[src/rtl/atlb_pkg.sv]
`default_nettype none

package atlb_pkg;

  localparam int DEF_MAX_NODES   = 8;
  localparam int DEF_COUNT_WIDTH = 16;
  localparam int CFG_W           = 4;
  localparam int MARGIN          = 2;

  localparam logic [CFG_W-1:0] NODES_RST = 4'd8;

  typedef enum logic [1:0] {
    FUNC_WRITE   = 2'd0,
    FUNC_READ    = 2'd1,
    FUNC_BALANCE = 2'd2
  } func_e;

  typedef enum logic [1:0] {
    KIND_READ = 2'd0,
    KIND_XFER = 2'd1,
    KIND_DONE = 2'd2
  } kind_e;

  typedef enum logic [3:0] {
    ST_IDLE,
    ST_READ,
    ST_SUM,
    ST_DIV,
    ST_IRD,
    ST_ICHK,
    ST_JRD,
    ST_JCHK,
    ST_IWB,
    ST_DONE
  } state_e;

  typedef struct packed {
    func_e       func;
    logic [2:0]  node_index;
    logic [15:0] task_count_in;
  } req_t;

  typedef struct packed {
    kind_e       kind;
    logic [2:0]  source_node;
    logic [2:0]  dest_node;
    logic [15:0] amount;
    logic [15:0] count_out;
    logic        last;
  } res_t;

endpackage

`default_nettype wire

[src/rtl/average_task_load_balancer.sv]
// Channel   Direction  Handshake                  Payload
// command   in         start high, busy low       req_i (req_t)
// result    out        res_valid_o, one cycle     res_o (res_t)
// config    in         cfg_valid_i & cfg_ready_o  cfg_data_i (nodes in use)
//
// A write leaves busy low; a read returns its beat through the table read register
// and then the result register.
// A balance pass sums the table over the n nodes in use, then divides the total by n
// in the bit-serial divider (skipped when n is zero), then checks each node; for each
// overloaded node it scans the receivers, then takes the closing read slot and writes
// the node back; at the end it ends the scan and registers the done beat.
// The task table is read through a register: each count read is used from that register,
// and updated counts are written back to the table.
// Reset clears the valid bits of the table at once, so all counts read as zero.
// The receiver cannot stall; each result beat is shown for exactly one cycle.

`default_nettype none

module average_task_load_balancer
  import atlb_pkg::*;
#(
  parameter int MAX_NODES   = DEF_MAX_NODES,
  parameter int COUNT_WIDTH = DEF_COUNT_WIDTH
) (
  input  wire logic             clk_i,
  input  wire logic             rst_ni,
  input  wire logic             start,
  output logic                  busy,
  input  wire req_t             req_i,
  output logic                  res_valid_o,
  output res_t                  res_o,
  input  wire logic             cfg_valid_i,
  output logic                  cfg_ready_o,
  input  wire logic [CFG_W-1:0] cfg_data_i
);

  localparam int AW  = $clog2(MAX_NODES);
  localparam int IW  = $clog2(MAX_NODES + 1);
  localparam int TW  = COUNT_WIDTH + AW;
  localparam int MW  = COUNT_WIDTH + AW;
  localparam int DCW = $clog2(TW + 1);
  localparam int OW  = (COUNT_WIDTH > 16) ? COUNT_WIDTH : 16;
  localparam int IXW = (AW > 3) ? AW : 3;

  state_e state_q, state_d;

  logic [CFG_W-1:0]       nodes_q;
  logic [COUNT_WIDTH-1:0] mem_q [MAX_NODES];
  logic [MAX_NODES-1:0]   vld_q;
  logic [COUNT_WIDTH-1:0] rdata_q;
  logic                   rd_vld_q;

  logic [IW-1:0]          n_q, i_q, j_q;
  logic [TW-1:0]          total_q;
  logic [IW-1:0]          rem_q;
  logic [DCW-1:0]         div_cnt_q;
  logic [COUNT_WIDTH-1:0] excess_q, cnt_i_q;
  logic [MW-1:0]          moved_q;
  logic                   pend_q, oob_q;
  logic                   res_valid_q;
  res_t                   res_q, res_d;
  logic                   res_vld_d;

  logic                   rd_en, we;
  logic [AW-1:0]          raddr, waddr;
  logic [COUNT_WIDTH-1:0] wdata;

  logic                   accept;
  logic [COUNT_WIDTH-1:0] cnt_rd, avg, room, xfer;
  logic                   over, under, in_oob;
  logic [IW-1:0]          n_sat;
  logic [IW:0]            trial;
  logic                   qbit;
  logic [OW-1:0]          in_ext, cnt_ext, xfer_ext, sat_ext;
  logic [IXW-1:0]         idx_ext, i_ext, j_ext;
  logic [COUNT_WIDTH-1:0] in_val, moved_sat;
  logic                   sum_done;

  assign busy        = (state_q != ST_IDLE);
  assign accept      = start && !busy;
  assign cfg_ready_o = 1'b1;
  assign res_valid_o = res_valid_q;
  assign res_o       = res_q;

  assign cnt_rd = rd_vld_q ? rdata_q : '0;
  assign avg    = total_q[COUNT_WIDTH-1:0];
  assign over   = {1'b0, cnt_rd} > ({1'b0, avg} + (COUNT_WIDTH + 1)'(MARGIN));
  assign under  = cnt_rd < avg;
  assign room   = avg - cnt_rd;
  assign xfer   = (excess_q < room) ? excess_q : room;
  assign in_oob = 32'(req_i.node_index) >= MAX_NODES;
  assign n_sat  = (32'(nodes_q) > MAX_NODES) ? IW'(MAX_NODES) : IW'(nodes_q);
  assign trial  = {rem_q, total_q[TW-1]};
  assign qbit   = trial >= {1'b0, n_q};
  assign sum_done = (i_q == n_q) && !pend_q;

  assign in_ext   = OW'(req_i.task_count_in);
  assign in_val   = in_ext[COUNT_WIDTH-1:0];
  assign cnt_ext  = OW'(cnt_rd);
  assign xfer_ext = OW'(xfer);
  assign moved_sat = (|moved_q[MW-1:COUNT_WIDTH]) ? '1 : moved_q[COUNT_WIDTH-1:0];
  assign sat_ext  = OW'(moved_sat);
  assign idx_ext  = IXW'(req_i.node_index);
  assign i_ext    = IXW'(i_q[AW-1:0]);
  assign j_ext    = IXW'(j_q[AW-1:0]);

  always_comb begin
    state_d = state_q;
    case (state_q)
      ST_IDLE: begin
        if (accept) begin
          case (req_i.func)
            FUNC_READ:    state_d = ST_READ;
            FUNC_BALANCE: state_d = ST_SUM;
            default:      state_d = ST_IDLE;
          endcase
        end
      end
      ST_READ: state_d = ST_IDLE;
      ST_SUM: begin
        if (sum_done) begin
          state_d = (n_q == '0) ? ST_IRD : ST_DIV;
        end
      end
      ST_DIV: begin
        if (div_cnt_q == DCW'(1)) begin
          state_d = ST_IRD;
        end
      end
      ST_IRD:  state_d = (i_q == n_q) ? ST_DONE : ST_ICHK;
      ST_ICHK: state_d = over ? ST_JRD : ST_IRD;
      ST_JRD:  state_d = ((j_q == n_q) || (excess_q == '0)) ? ST_IWB : ST_JCHK;
      ST_JCHK: state_d = ST_JRD;
      ST_IWB:  state_d = ST_IRD;
      ST_DONE: state_d = ST_IDLE;
      default: state_d = ST_IDLE;
    endcase
  end

  always_comb begin
    rd_en     = 1'b0;
    raddr     = '0;
    we        = 1'b0;
    waddr     = '0;
    wdata     = '0;
    res_d     = '0;
    res_vld_d = 1'b0;
    case (state_q)
      ST_IDLE: begin
        raddr = idx_ext[AW-1:0];
        waddr = idx_ext[AW-1:0];
        wdata = in_val;
        rd_en = accept && (req_i.func == FUNC_READ) && !in_oob;
        we    = accept && (req_i.func == FUNC_WRITE) && !in_oob;
      end
      ST_READ: begin
        res_vld_d       = 1'b1;
        res_d.kind      = KIND_READ;
        res_d.count_out = oob_q ? 16'd0 : cnt_ext[15:0];
        res_d.last      = 1'b1;
      end
      ST_SUM: begin
        raddr = i_q[AW-1:0];
        rd_en = (i_q != n_q);
      end
      ST_IRD: begin
        raddr = i_q[AW-1:0];
        rd_en = (i_q != n_q);
      end
      ST_JRD: begin
        raddr = j_q[AW-1:0];
        rd_en = (j_q != n_q) && (excess_q != '0);
      end
      ST_JCHK: begin
        waddr = j_q[AW-1:0];
        wdata = cnt_rd + xfer;
        if (under) begin
          we                = 1'b1;
          res_vld_d         = 1'b1;
          res_d.kind        = KIND_XFER;
          res_d.source_node = i_ext[2:0];
          res_d.dest_node   = j_ext[2:0];
          res_d.amount      = xfer_ext[15:0];
        end
      end
      ST_IWB: begin
        we    = 1'b1;
        waddr = i_q[AW-1:0];
        wdata = cnt_i_q;
      end
      ST_DONE: begin
        res_vld_d    = 1'b1;
        res_d.kind   = KIND_DONE;
        res_d.amount = sat_ext[15:0];
        res_d.last   = 1'b1;
      end
      default: begin
      end
    endcase
  end

  always_ff @(posedge clk_i) begin
    if (we) begin
      mem_q[waddr] <= wdata;
    end
    if (rd_en) begin
      rdata_q <= mem_q[raddr];
    end
  end

  always_ff @(posedge clk_i or negedge rst_ni) begin
    if (!rst_ni) begin
      state_q     <= ST_IDLE;
      nodes_q     <= NODES_RST;
      vld_q       <= '0;
      rd_vld_q    <= 1'b0;
      res_valid_q <= 1'b0;
      pend_q      <= 1'b0;
    end else begin
      state_q     <= state_d;
      res_valid_q <= res_vld_d;
      pend_q      <= (state_q == ST_SUM) && rd_en;
      if (cfg_valid_i && cfg_ready_o) begin
        nodes_q <= cfg_data_i;
      end
      if (we) begin
        vld_q[waddr] <= 1'b1;
      end
      if (rd_en) begin
        rd_vld_q <= vld_q[raddr];
      end
    end
  end

  always_ff @(posedge clk_i) begin
    res_q <= res_d;
    case (state_q)
      ST_IDLE: begin
        if (accept) begin
          oob_q   <= in_oob;
          n_q     <= n_sat;
          i_q     <= '0;
          total_q <= '0;
          moved_q <= '0;
        end
      end
      ST_SUM: begin
        if (i_q != n_q) begin
          i_q <= i_q + IW'(1);
        end
        if (pend_q) begin
          total_q <= total_q + TW'(cnt_rd);
        end
        if (sum_done) begin
          i_q       <= '0;
          rem_q     <= '0;
          div_cnt_q <= DCW'(TW);
        end
      end
      ST_DIV: begin
        rem_q     <= qbit ? IW'(trial - {1'b0, n_q}) : trial[IW-1:0];
        total_q   <= {total_q[TW-2:0], qbit};
        div_cnt_q <= div_cnt_q - DCW'(1);
      end
      ST_ICHK: begin
        cnt_i_q  <= cnt_rd;
        excess_q <= cnt_rd - avg;
        j_q      <= '0;
        if (!over) begin
          i_q <= i_q + IW'(1);
        end
      end
      ST_JCHK: begin
        if (under) begin
          excess_q <= excess_q - xfer;
          cnt_i_q  <= cnt_i_q - xfer;
          moved_q  <= moved_q + MW'(xfer);
        end
        j_q <= j_q + IW'(1);
      end
      ST_IWB: begin
        i_q <= i_q + IW'(1);
      end
      default: begin
      end
    endcase
  end

`ifndef SYNTHESIS
  a_last_kind: assert property (@(posedge clk_i) disable iff (!rst_ni)
    res_valid_o |-> (res_o.last == (res_o.kind != KIND_XFER)))
    else $error("last flag does not match result kind");

  a_busy_kind: assert property (@(posedge clk_i) disable iff (!rst_ni)
    res_valid_o |-> (busy == (res_o.kind == KIND_XFER)))
    else $error("transfer beat outside a balance pass or final beat while busy");

  a_read_lat: assert property (@(posedge clk_i) disable iff (!rst_ni)
    (accept && (req_i.func == FUNC_READ)) |-> ##2 (res_valid_o && (res_o.kind == KIND_READ)))
    else $error("read beat missing two cycles after the command");

  a_write_idle: assert property (@(posedge clk_i) disable iff (!rst_ni)
    (accept && (req_i.func == FUNC_WRITE)) |=> (!busy && !res_valid_o))
    else $error("write command left the block busy or produced a beat");
`endif

endmodule

`default_nettype wire

[config.mk]
export PLATFORM = sky130hd
export DESIGN_NAME = average_task_load_balancer
export DESIGN_NICKNAME = d
export VERILOG_FILES = /design/src/rtl/atlb_pkg.sv /design/src/rtl/average_task_load_balancer.sv
export SDC_FILE = /design/constraint.sdc
export NUM_CORES = 1
export LEC_CHECK = 0
export BUFFER_PORTS_ARGS = -buffer_cell sky130_fd_sc_hd__clkbuf_2
export CAP_MARGIN = 20
export CORE_MARGIN = 3
export CORE_UTILIZATION = 40
export DETAILED_ROUTE_END_ITERATION = 10
export PLACE_DENSITY_LB_ADDON = 0.05
export RECOVER_POWER = 100
export SLEW_MARGIN = 20
export SYNTH_ARGS = -nofsm -noshare
export SYNTH_HDL_FRONTEND = slang
export SYNTH_SLANG_ARGS = --single-unit
[constraint.sdc]
create_clock -name clk_i -period 11.2 [get_ports clk_i]
set_input_delay 2.24 -clock clk_i [delete_from_list [all_inputs] [get_ports clk_i]]
set_output_delay 2.24 -clock clk_i [all_outputs]
set_load 0.02 [all_outputs]
# Word level (Yosys, flattened, before mapping)
# Memory sizes are Yosys's and may differ from the RTL's. A register that Yosys moved wholly into a read port is not among the register bits.
# Index checks and enable logic that the tools add are counted.
# Widths: inputs -> output; s select.
# word_totals
in_bits	29
ff_bits	151
mem_bits_rw	128
word_cells	147
n_memories	1
# memory_table
memory	depth	width	read_ports	rd_ports_with_merged_regs	wr	line_no	text
mem_q	8	16	1	1	1	average_task_load_balancer.sv:48	logic [COUNT_WIDTH-1:0] mem_q [MAX_NODES];
# op_classes
eq_ne	23
order_cmp	8
add_sub_neg	12
n_bitwise	1
mux	49
n_reduce_logical	32
# op_table
op	n
$pmux 16 s2	3
$mux 16	5
$sub 16x16->16	4
$mux 19	3
$pmux 19 s3	1
$pmux 16 s3	1
$mux 4	11
$add 19x16->19	2
$pmux 19 s2	1
$lt 16x16->1	2
$pmux 4 s8	1
$mux 23	1
$pmux 3 s3	2
$add 16x2->17 const B	1
$gt 16x17->1	1
$add 16x16->16	1
$eq 4x3->1 const B	4
$logic_not 16->1	1
$pmux 4 s2	2
$pmux 4 s4	1
$reduce_bool 16->1	1
$ne 2x2->1 const B	6
$pmux 5 s2	1
$reduce_and 3->1	3
other kinds (38)	66

# Depth between registers and ports, before layout
# Gate-level depths: netlist of run 1.
# logic_depth
word_depth	7
ltp_mapped	38
depth_no_buf	35

# Worst setup path after synthesis of run 1
# OpenSTA, ideal clock, no wires.
# synth_timing
kind	reg2reg
from	reg rd_vld_q
to	mem mem_q[0][14] (netlist name), data pin
t_arrival_ns	7.176
path_stages_with_launch	37
required_ns	10.935
slack_ns	3.759
n_path_buf	3
cell_sequence	dfrtp_1 > clkbuf_1 > clkbuf_1 > nand2_1 > inv_1 > ha_1 > inv_1 > fa_1 > a211o_1 > a21oi_1 > nor2b_1 > nor2_1 > o21bai_1 > a21oi_1 > xnor2_1 > inv_1 > ha_1 > nand2_1 > o31a_1 > maj3_2 > a211o_1 > nand2_2 > buf_4 > nor2_1 > a21oi_1 > inv_1 > fa_1 > a21o_1 > a21oi_1 > o21bai_1 > a21oi_1 > o21bai_1 > a211o_1 > a31o_2 > a21oi_1 > xor2_1 > o21ai_0
# synth_via
elab_chain_len	6
# synth_lines
element	line_no	text
start: declaration	average_task_load_balancer.sv:51	logic rd_vld_q;
start signal: assignment	average_task_load_balancer.sv:230	rd_vld_q <= vld_q[raddr];
$mux 16 (*)	average_task_load_balancer.sv:85	assign cnt_rd = rd_vld_q ? rdata_q : '0;
via cnt_ext[0]	average_task_load_balancer.sv:74	logic [OW-1:0] in_ext, cnt_ext, xfer_ext, sat_ext;
$sub 16x16->16	average_task_load_balancer.sv:89	assign room = avg - cnt_rd;
$lt 16x16->1	average_task_load_balancer.sv:90	assign xfer = (excess_q < room) ? excess_q : room;
$mux 16	average_task_load_balancer.sv:90	
$add 16x16->16 (*)	average_task_load_balancer.sv:176	wdata = cnt_rd + xfer;
$pmux 16 s3 (*)	average_task_load_balancer.sv:148	case (state_q)
via wdata[14]	average_task_load_balancer.sv:66	logic [COUNT_WIDTH-1:0] wdata;
end: declaration	average_task_load_balancer.sv:48	
# The timed path passes the listed nets; every way through them passes the cells marked *.

# Final worst setup path of run 1
# layout_timing
from	reg rd_vld_q
to	mem mem_q[3][15] (netlist name), data pin
# The elaborated chain is that of the path after synthesis.

==> results of run 1 <==
layout make-up:
cell class	count	share of cell area, %
clock buffer	53	5.73
clock inverter	15	1.05
inverter	122	2.28
multi-input combinational	1358	43.7
sequential	295	41.5
tap	585	3.64
timing repair buffer	98	2.13
synth_stat cells (all sizes together), types with 5 or more instances:
library cell  instances  area, µm²
buf                  18       95.1
nor2                129        484
and3                 19        124
nand3               111        561
o21bai               19        143
nor2b                30        188
dfxtp                41        821
o31ai                10       80.1
edfxtp              235       7060
o211ai                7       52.6
a21oi               103        515
o21a                 12       90.1
a22oi                16        120
ha                  145       1810
o21ai               104        521
a31oi                10       62.6
nand2               259        975
nor3                 28        140
a211oi               11       82.6
xnor2                64        561
clkbuf               59        221
or2                   9       56.3
and2                 19        119
fa                    8        160
inv                 122        458
nand2b               16        100
o22ai                35        219
nand4                 9       56.3
or3                  15       93.8
xor2                 40        350
mux2i                15        150
dfrtp                18        450
a21o                 34        255
nor4                  9       56.3
a21boi                5       37.5
flip-flops by register name, summed over array words and instances (netlist names), 5 cells and up:
| name | count |
|---|---|
| cnt_i_q | 16 |
| excess_q | 16 |
| div_cnt_q | 5 |
| mem_q | 128 |
| vld_q | 8 |
| moved_q | 19 |
| rdata_q | 16 |
| total_q | 19 |
| res_o | 41 |
per-layer routing:
layer  GRT usage (%)  share of wire [%]
met5               0                  0
met4            8.20                3.6
met3            3.37                5.7
met2            36.3                 45
met1            33.1                 46
critical path, delay by kind of cell, from the launching register on:
kind	cells	cell delay [ns]
flops	1	0.68
fa+ha+maj	3	1.13
xor+xnor	2	0.36
compound gates	16	4.45
simple gates	6	1.52
buf+inv	3	0.62
cell families (layout without fill, tap and decap cells):
kind of cell,count (synthesis),count (layout),synth area share (%)
muxes,19,19,1.09
xor gates and xnor gates,105,105,5.21
adders and majority gates,154,154,11.1
other,1,1,0.0209
buffers and inverters,199,288,4.33
AOI/OAI and AO/OA,407,407,14.3
DFF,295,295,46.7
and+or+nand+nor,672,672,17.3
worst paths after layout:
check                           cells after the start      endpoint
worst max-delay path                               30  mem_q[3][15]
worst min-delay path                                1      vld_q[0]
worst max register to register                     30  mem_q[3][15]
worst min register to register                      1      vld_q[0]
max in group asynchronous                           1    state_q[1]
min in group asynchronous                           1      rd_vld_q
stage by stage:
stage | setup slack (ns) | util, % | hold slack (ns)
4_1_cts | 2.70 | 46.5 | 0.478
6_report | 2.04 | 46.1 | 0.474
2_1_floorplan | 3.76 | - | 0.443
3_5_place_dp | 2.74 | 43.4 | 0.463
5_1_grt | 1.20 | 46.1 | 0.490
3_3_place_gp | 2.90 | 43.4 | 0.460
==> impl_metrics.sql, run 1 <==
INSERT INTO impl_metrics (metric_group, metric, value, unit) VALUES
('worst_hold_path', 'worstHoldStart', 'vld_q[0]', ''),
('sta', 'setup-tns-final', '0', 'ns'),
('clocking', 'count_of_h_tree_levels_built_during_cts', '2', ''),
('grt', 'via_count_of_the_first_global_routing_pass', '13229', ''),
('cells_and_area', 'most_common_library_cell_in_the_layout_ignoring_fill_and_taps', 'nand2_1', ''),
('die', 'die_h', '218', 'µm'),
('worst_hold_path', 'path_category_of_the_worst_min_delay_check', 'register to register', ''),
('sta', 'clock.fmax', '109', 'MHz'),
('critical_path', 'worstPathMaxFanout', '19', ''),
('placement', 'place_inst', '2457', ''),
('drt', 'route.detailed.wl_per_inst', '21.9', 'µm'),
('die', 'floorplan.die.width', '218', 'µm'),
('critical_path', 'crit_path_most_repeated_cell', 'o21ai_0', ''),
('synth', 'synth_cell_types', '79', ''),
('drt', 'drtAntennaViolNets', '0', ''),
('cells_and_area', 'multi_input_area', '0.00879', 'mm²'),
('cells_and_area', 'finalNetCount', '2094', ''),
('cells_and_area', 'stdcell_count', '2526', ''),
('sta', 'timing.final.setup_violations', '0', ''),
('grt', 'groute.usage.overall', '23.3', '%'),
('critical_path', 'worst_path_largest_cell_delay', '0.81', 'ns'),
('cells_and_area', 'mostFrequentLayoutCells', '258 x nand2_1, 235 x edfxtp_1, 145 x ha_1, 124 x nor2_1, 122 x inv_1', ''),
('drt', 'drt_iter0_markers', '1189', ''),
('sta', 'final-hold-violation-count', '0', ''),
('grt', 'wire_length_of_the_first_global_routing_pass', '83200', 'µm'),
('drt', 'postRouteWirelength', '55400', 'µm'),
('die', 'initial_utilization', '41.0', '%'),
('cells_and_area', 'register_area', '0.00835', 'mm²'),
('synth', 'synth-edff-count', '235', ''),
('synth', 'postSynthNetCount', '2034', ''),
('clocking', 'clk_pin_slew_worst_paths', '0.06', 'ns'),
('synth', 'ys_async_sr_fraction', '6.44', '%'),
('run_status', 'failing_checks', 'capacitance limit, slew limit', ''),
('cells_and_area', 'post_route_cells_drive_above_1_share', '6.34', '%'),
('clocking', 'post_cts_resized', '0', ''),
('sta', 'fin_crit', '9.16', 'ns'),
('sta', 'worst_clock_skew', '0.0311', 'ns'),
('die', 'floorplan.die_area', '0.0473', 'mm²'),
('sta', 'setup_repair_after_global_routing_missed_its_margin', 'false', ''),
('critical_path', 'critPathRequiredTime', '11.40', 'ns'),
('die', 'io_pins', '73', ''),
('placement', 'place.port_buffers', '71', ''),
('clocking', 'tritoncts_clock_tree', 'yes', ''),
('run_status', 'outcome', 'complete, but fails checks', ''),
('synth', 'mean_instance_size_in_the_synthesized_netlist', '9.67', 'µm²'),
('critical_path', 'worstSetupPathType', 'register to register', ''),
('die', 'num_rows', '76', ''),
('cells_and_area', 'area_growth_syn_to_layout', '12.4', '%'),
('cells_and_area', 'final.fill_count', '4175', ''),
('critical_path', 'cp.arrival', '9.36', 'ns'),
('cells_and_area', 'final_cell_area', '0.0201', 'mm²'),
('clocking', 'cts-buffers-inserted', '37', ''),
('critical_path', 'worst_setup_path_end_kind', 'register', ''),
('placement', 'place_area', '0.0189', 'mm²'),
('clocking', 'cts_setup_buffers', '0', ''),
('grt', 'grt-ovfl-total', '0', ''),
('sta', 'drv_slew', '234', ''),
('critical_path', 'ff2ff_setup_slack', '2.04', 'ns'),
('drt', 'post_route_drc_violation_count', '0', ''),
('drt', 'post_drt_via_cell_ratio', '5.50', ''),
('clocking', 'cts_hold_buffers', '0', ''),
('synth', 'synth_top_flop_cell', 'edfxtp_1', ''),
('sta', 'timing_worst_slew_pin_value', '3.30', 'ns'),
('synth', 'post_syn_area', '0.0179', 'mm²'),
('clocking', 'clock-sinks', '295', ''),
('clocking', 'clock_tree.root_cell', 'clkbuf_16', ''),
('critical_path', 'worstSetupStartpointType', 'register', ''),
('critical_path', 'slowest_stage', 'o21ai_0', ''),
('job', 'number_of_violations_of_the_max_capacitance_limit', '7', ''),
('cells_and_area', 'antennaDiodeCount', '0', ''),
('synth', 'synth-seq-area-share', '46.7', '%');
Power of run 1 is left out: the tool's default activity adds up to more than one toggle a clock period on the data nets, which glitch-free logic cannot reach.
==> run 2: changes to the inputs <==
==> constraint.sdc (replaced) <==
create_clock -name clk_i -period 7.6 [get_ports clk_i]
set_input_delay 1.52 -clock clk_i [delete_from_list [all_inputs] [get_ports clk_i]]
set_output_delay 1.52 -clock clk_i [all_outputs]
set_load 0.02 [all_outputs]
==> run 2 against run 1 <==
Compared with the run above:
- the run still ends with capacitance limit, slew limit left
- worst setup slack lost 1.5 ns
- non-clock buffer count grew 40
- fmax grew 29%
- cell count grew 1.6%
- sequential cell count is the same
- wire length shrank 0.24%
- global-route usage shrank 0.13 points
- die area is the same
- core utilization grew 0.50 points
- clock skew grew 0.0012 ns
- design area grew 1.1%
- first-iteration DRC count shrank 15%
==> impl_metrics.sql, run 2 (same netlist as run 1, synthesis figures left out) <==
INSERT INTO impl_metrics (metric_group, metric, value, unit) VALUES
('run_status', 'outcome', 'complete, but fails checks', ''),
('run_status', 'failing_checks', 'capacitance limit, slew limit', ''),
('cells_and_area', 'largest_register', 'mem_q', ''),
('placement', 'final_weighted_congestion_in_routability_driven_placement', '0.914', ''),
('drt', 'vias', '13939', ''),
('die', 'io_pins', '73', ''),
('sta', 'worst_clock_skew', '0.0323', 'ns'),
('cells_and_area', 'mostFrequentLayoutCells', '257 x nand2_1, 235 x edfxtp_1, 145 x ha_1, 123 x nor2_1, 122 x inv_1', ''),
('clocking', 'clock-sinks', '295', ''),
('clocking', 'tritoncts_clock_tree', 'yes', ''),
('grt', 'grt-ovfl-total', '0', ''),
('grt', 'grt_max_degree', '70', ''),
('placement', 'place_area', '0.0192', 'mm²'),
('critical_path', 'worst_path_largest_cell_delay', '0.43', 'ns'),
('drt', 'drtAntennaViolNets', '0', ''),
('clocking', 'clk_pin_slew_worst_paths', '0.06', 'ns'),
('critical_path', 'reg2reg_from', 'rd_vld_q', ''),
('grt', 'number_of_antenna_violations_at_the_first_check_in_global_routing', '1', ''),
('die', 'coreArea', '0.0436', 'mm²'),
('cells_and_area', 'largest_register_ff_count', '128', ''),
('placement', 'hpwlAfterDp', '40600', 'µm'),
('sta', 'clock.fmax', '141', 'MHz'),
('die', 'initial_utilization', '41.0', '%'),
('drt', 'drt_first_pass_iters', '5', ''),
('die', 'floorplan.die.width', '218', 'µm'),
('grt', 'groute.usage.overall', '23.1', '%'),
('critical_path', 'crit_path_most_repeated_cell', 'a21oi_1', ''),
('placement', 'place.port_buffers', '71', ''),
('critical_path', 'worst_r2r_endpoint', 'cnt_i_q[15]', ''),
('worst_hold_path', 'path_category_of_the_worst_min_delay_check', 'register to register', ''),
('sta', 'fin_crit', '7.08', 'ns'),
('sta', 'timing_worst_slew_pin_value', '3.18', 'ns'),
('critical_path', 'cp.arrival', '7.48', 'ns'),
('cells_and_area', 'finalNetCount', '2134', ''),
('cells_and_area', 'final_cell_area', '0.0203', 'mm²'),
('clocking', 'clock_tree.root_cell', 'clkbuf_16', ''),
('drt', 'post_drt_via_cell_ratio', '5.43', ''),
('sta', 'drv_slew', '153', ''),
('sta', 'final-hold-violation-count', '0', ''),
('cells_and_area', 'most_common_library_cell_in_the_layout_ignoring_fill_and_taps', 'nand2_1', ''),
('clocking', 'cts-buffers-inserted', '37', ''),
('grt', 'wire_length_of_the_first_global_routing_pass', '83500', 'µm'),
('cells_and_area', 'area_growth_syn_to_layout', '13.6', '%'),
('clocking', 'cts_setup_buffers', '0', ''),
('job', 'number_of_violations_of_the_max_capacitance_limit', '6', ''),
('critical_path', 'slowest_stage', 'fa_1', ''),
('sta', 'max_slew_margin', '-112', '%'),
('worst_hold_path', 'hold-path-endpoint', 'vld_q[3]', ''),
('cells_and_area', 'final.fill_count', '4167', ''),
('critical_path', 'worstSetupPathType', 'register to register', ''),
('critical_path', 'critical_path.startpoint', 'rd_vld_q', ''),
('critical_path', 'ff2ff_path_depth', '33', ''),
('critical_path', 'ff2ff_setup_slack', '0.52', 'ns'),
('drt', 'postRouteWirelength', '55300', 'µm'),
('clocking', 'count_of_h_tree_levels_built_during_cts', '2', ''),
('die', 'floorplan.die_area', '0.0473', 'mm²'),
('critical_path', 'worst_setup_path_end_kind', 'register', ''),
('critical_path', 'critPathRequiredTime', '8.00', 'ns'),
('clocking', 'clk_path_buf_depth', '3', ''),
('sta', 'post-route-period-util', '93.1', '%'),
('die', 'num_rows', '76', ''),
('cells_and_area', 'post_route_cells_drive_above_1_share', '7.67', '%'),
('die', 'die_h', '218', 'µm'),
('worst_hold_path', 'worstHoldStart', 'vld_q[3]', ''),
('drt', 'route.detailed.wl_per_inst', '21.5', 'µm'),
('grt', 'via_count_of_the_first_global_routing_pass', '13540', ''),
('drt', 'post_route_drc_violation_count', '0', ''),
('cells_and_area', 'antennaDiodeCount', '0', ''),
('drt', 'drt_iter0_markers', '1009', ''),
('sta', 'timing.final.setup_violations', '0', ''),
('worst_hold_path', 'worst_hold_path.num_cells', '1', ''),
('clocking', 'clock_insertion_delay_worst_skew', '0.57', 'ns'),
('critical_path', 'worstPathMaxFanout', '13', ''),
('critical_path', 'worstSetupStartpointType', 'register', '');
==> run 2: critical path: cells and delay by family (launching register included) <==
| kind | cells | cell delay, ns |
|---|---|---|
| compound gates | 15 | 3.16 |
| fa+ha+maj | 5 | 1.53 |
| simple gates | 6 | 0.89 |
| buf+inv | 5 | 0.71 |
| flops | 1 | 0.34 |
| xor+xnor | 1 | 0.16 |
| mux | 1 | 0.12 |
==> run 2: how the worst max path moves through the flow <==
stage | to | slack, ns | cells after the start
final | cnt_i_q[15] | 0.52 | 33
after CTS | mem_q[1][14] | 0.18 | 33
after floorplan | mem_q[0][14] | 0.16 | 36
after global routing | mem_q[5][15] | -0.01 | 32
after global placement | mem_q[0][14] | 0.28 | 33
after detailed placement | mem_q[1][14] | 0.23 | 33
==> run 2: layout make-up <==
type / count / area [µm²] / area share (%)
clock buffers: 48 / 987 / 4.85
clock inverters: 20 / 284 / 1.40
inverters: 122 / 458 / 2.25
multi-input cells: 1358 / 8840 / 43.4
flip-flops and latches: 295 / 8350 / 41.1
well taps: 585 / 732 / 3.60
repair buffers: 138 / 689 / 3.39
==> run 2: per-layer routing <==
| metal | track usage, % | vias up | part of all wire (%) |
|---|---|---|---|
| met5 | 0 | - | 0 |
| met2 | 39.2 | 321 | 48 |
| met4 | 6.24 | 0 | 2.4 |
| met3 | 3.16 | 63 | 4.5 |
| li1 | - | 6828 | - |
| met1 | 31.3 | 6727 | 45 |
==> run 2: stage by stage <==
step / setup TNS [ns] / setup slack [ns] / hold WS [ns] / std cells / util [%]
2_1_floorplan: 0 / 0.159 / 0.443 / 1852 / -
4_1_cts: 0 / 0.177 / 0.479 / 2566 / 47.0
3_3_place_gp: 0 / 0.282 / 0.460 / 2498 / 44.1
3_5_place_dp: 0 / 0.227 / 0.462 / 2498 / 44.1
6_report: 0 / 0.523 / 0.471 / 2566 / 46.6
5_1_grt: -0.101 / -0.0140 / 0.498 / 2566 / 46.6
==> run 2: what timing repair did <==
item,in CTS,in global routing
resized for setup,0,11
hold buffers,0,0
setup endpoints to repair,0,28
Power of run 2 is left out for the same reason.
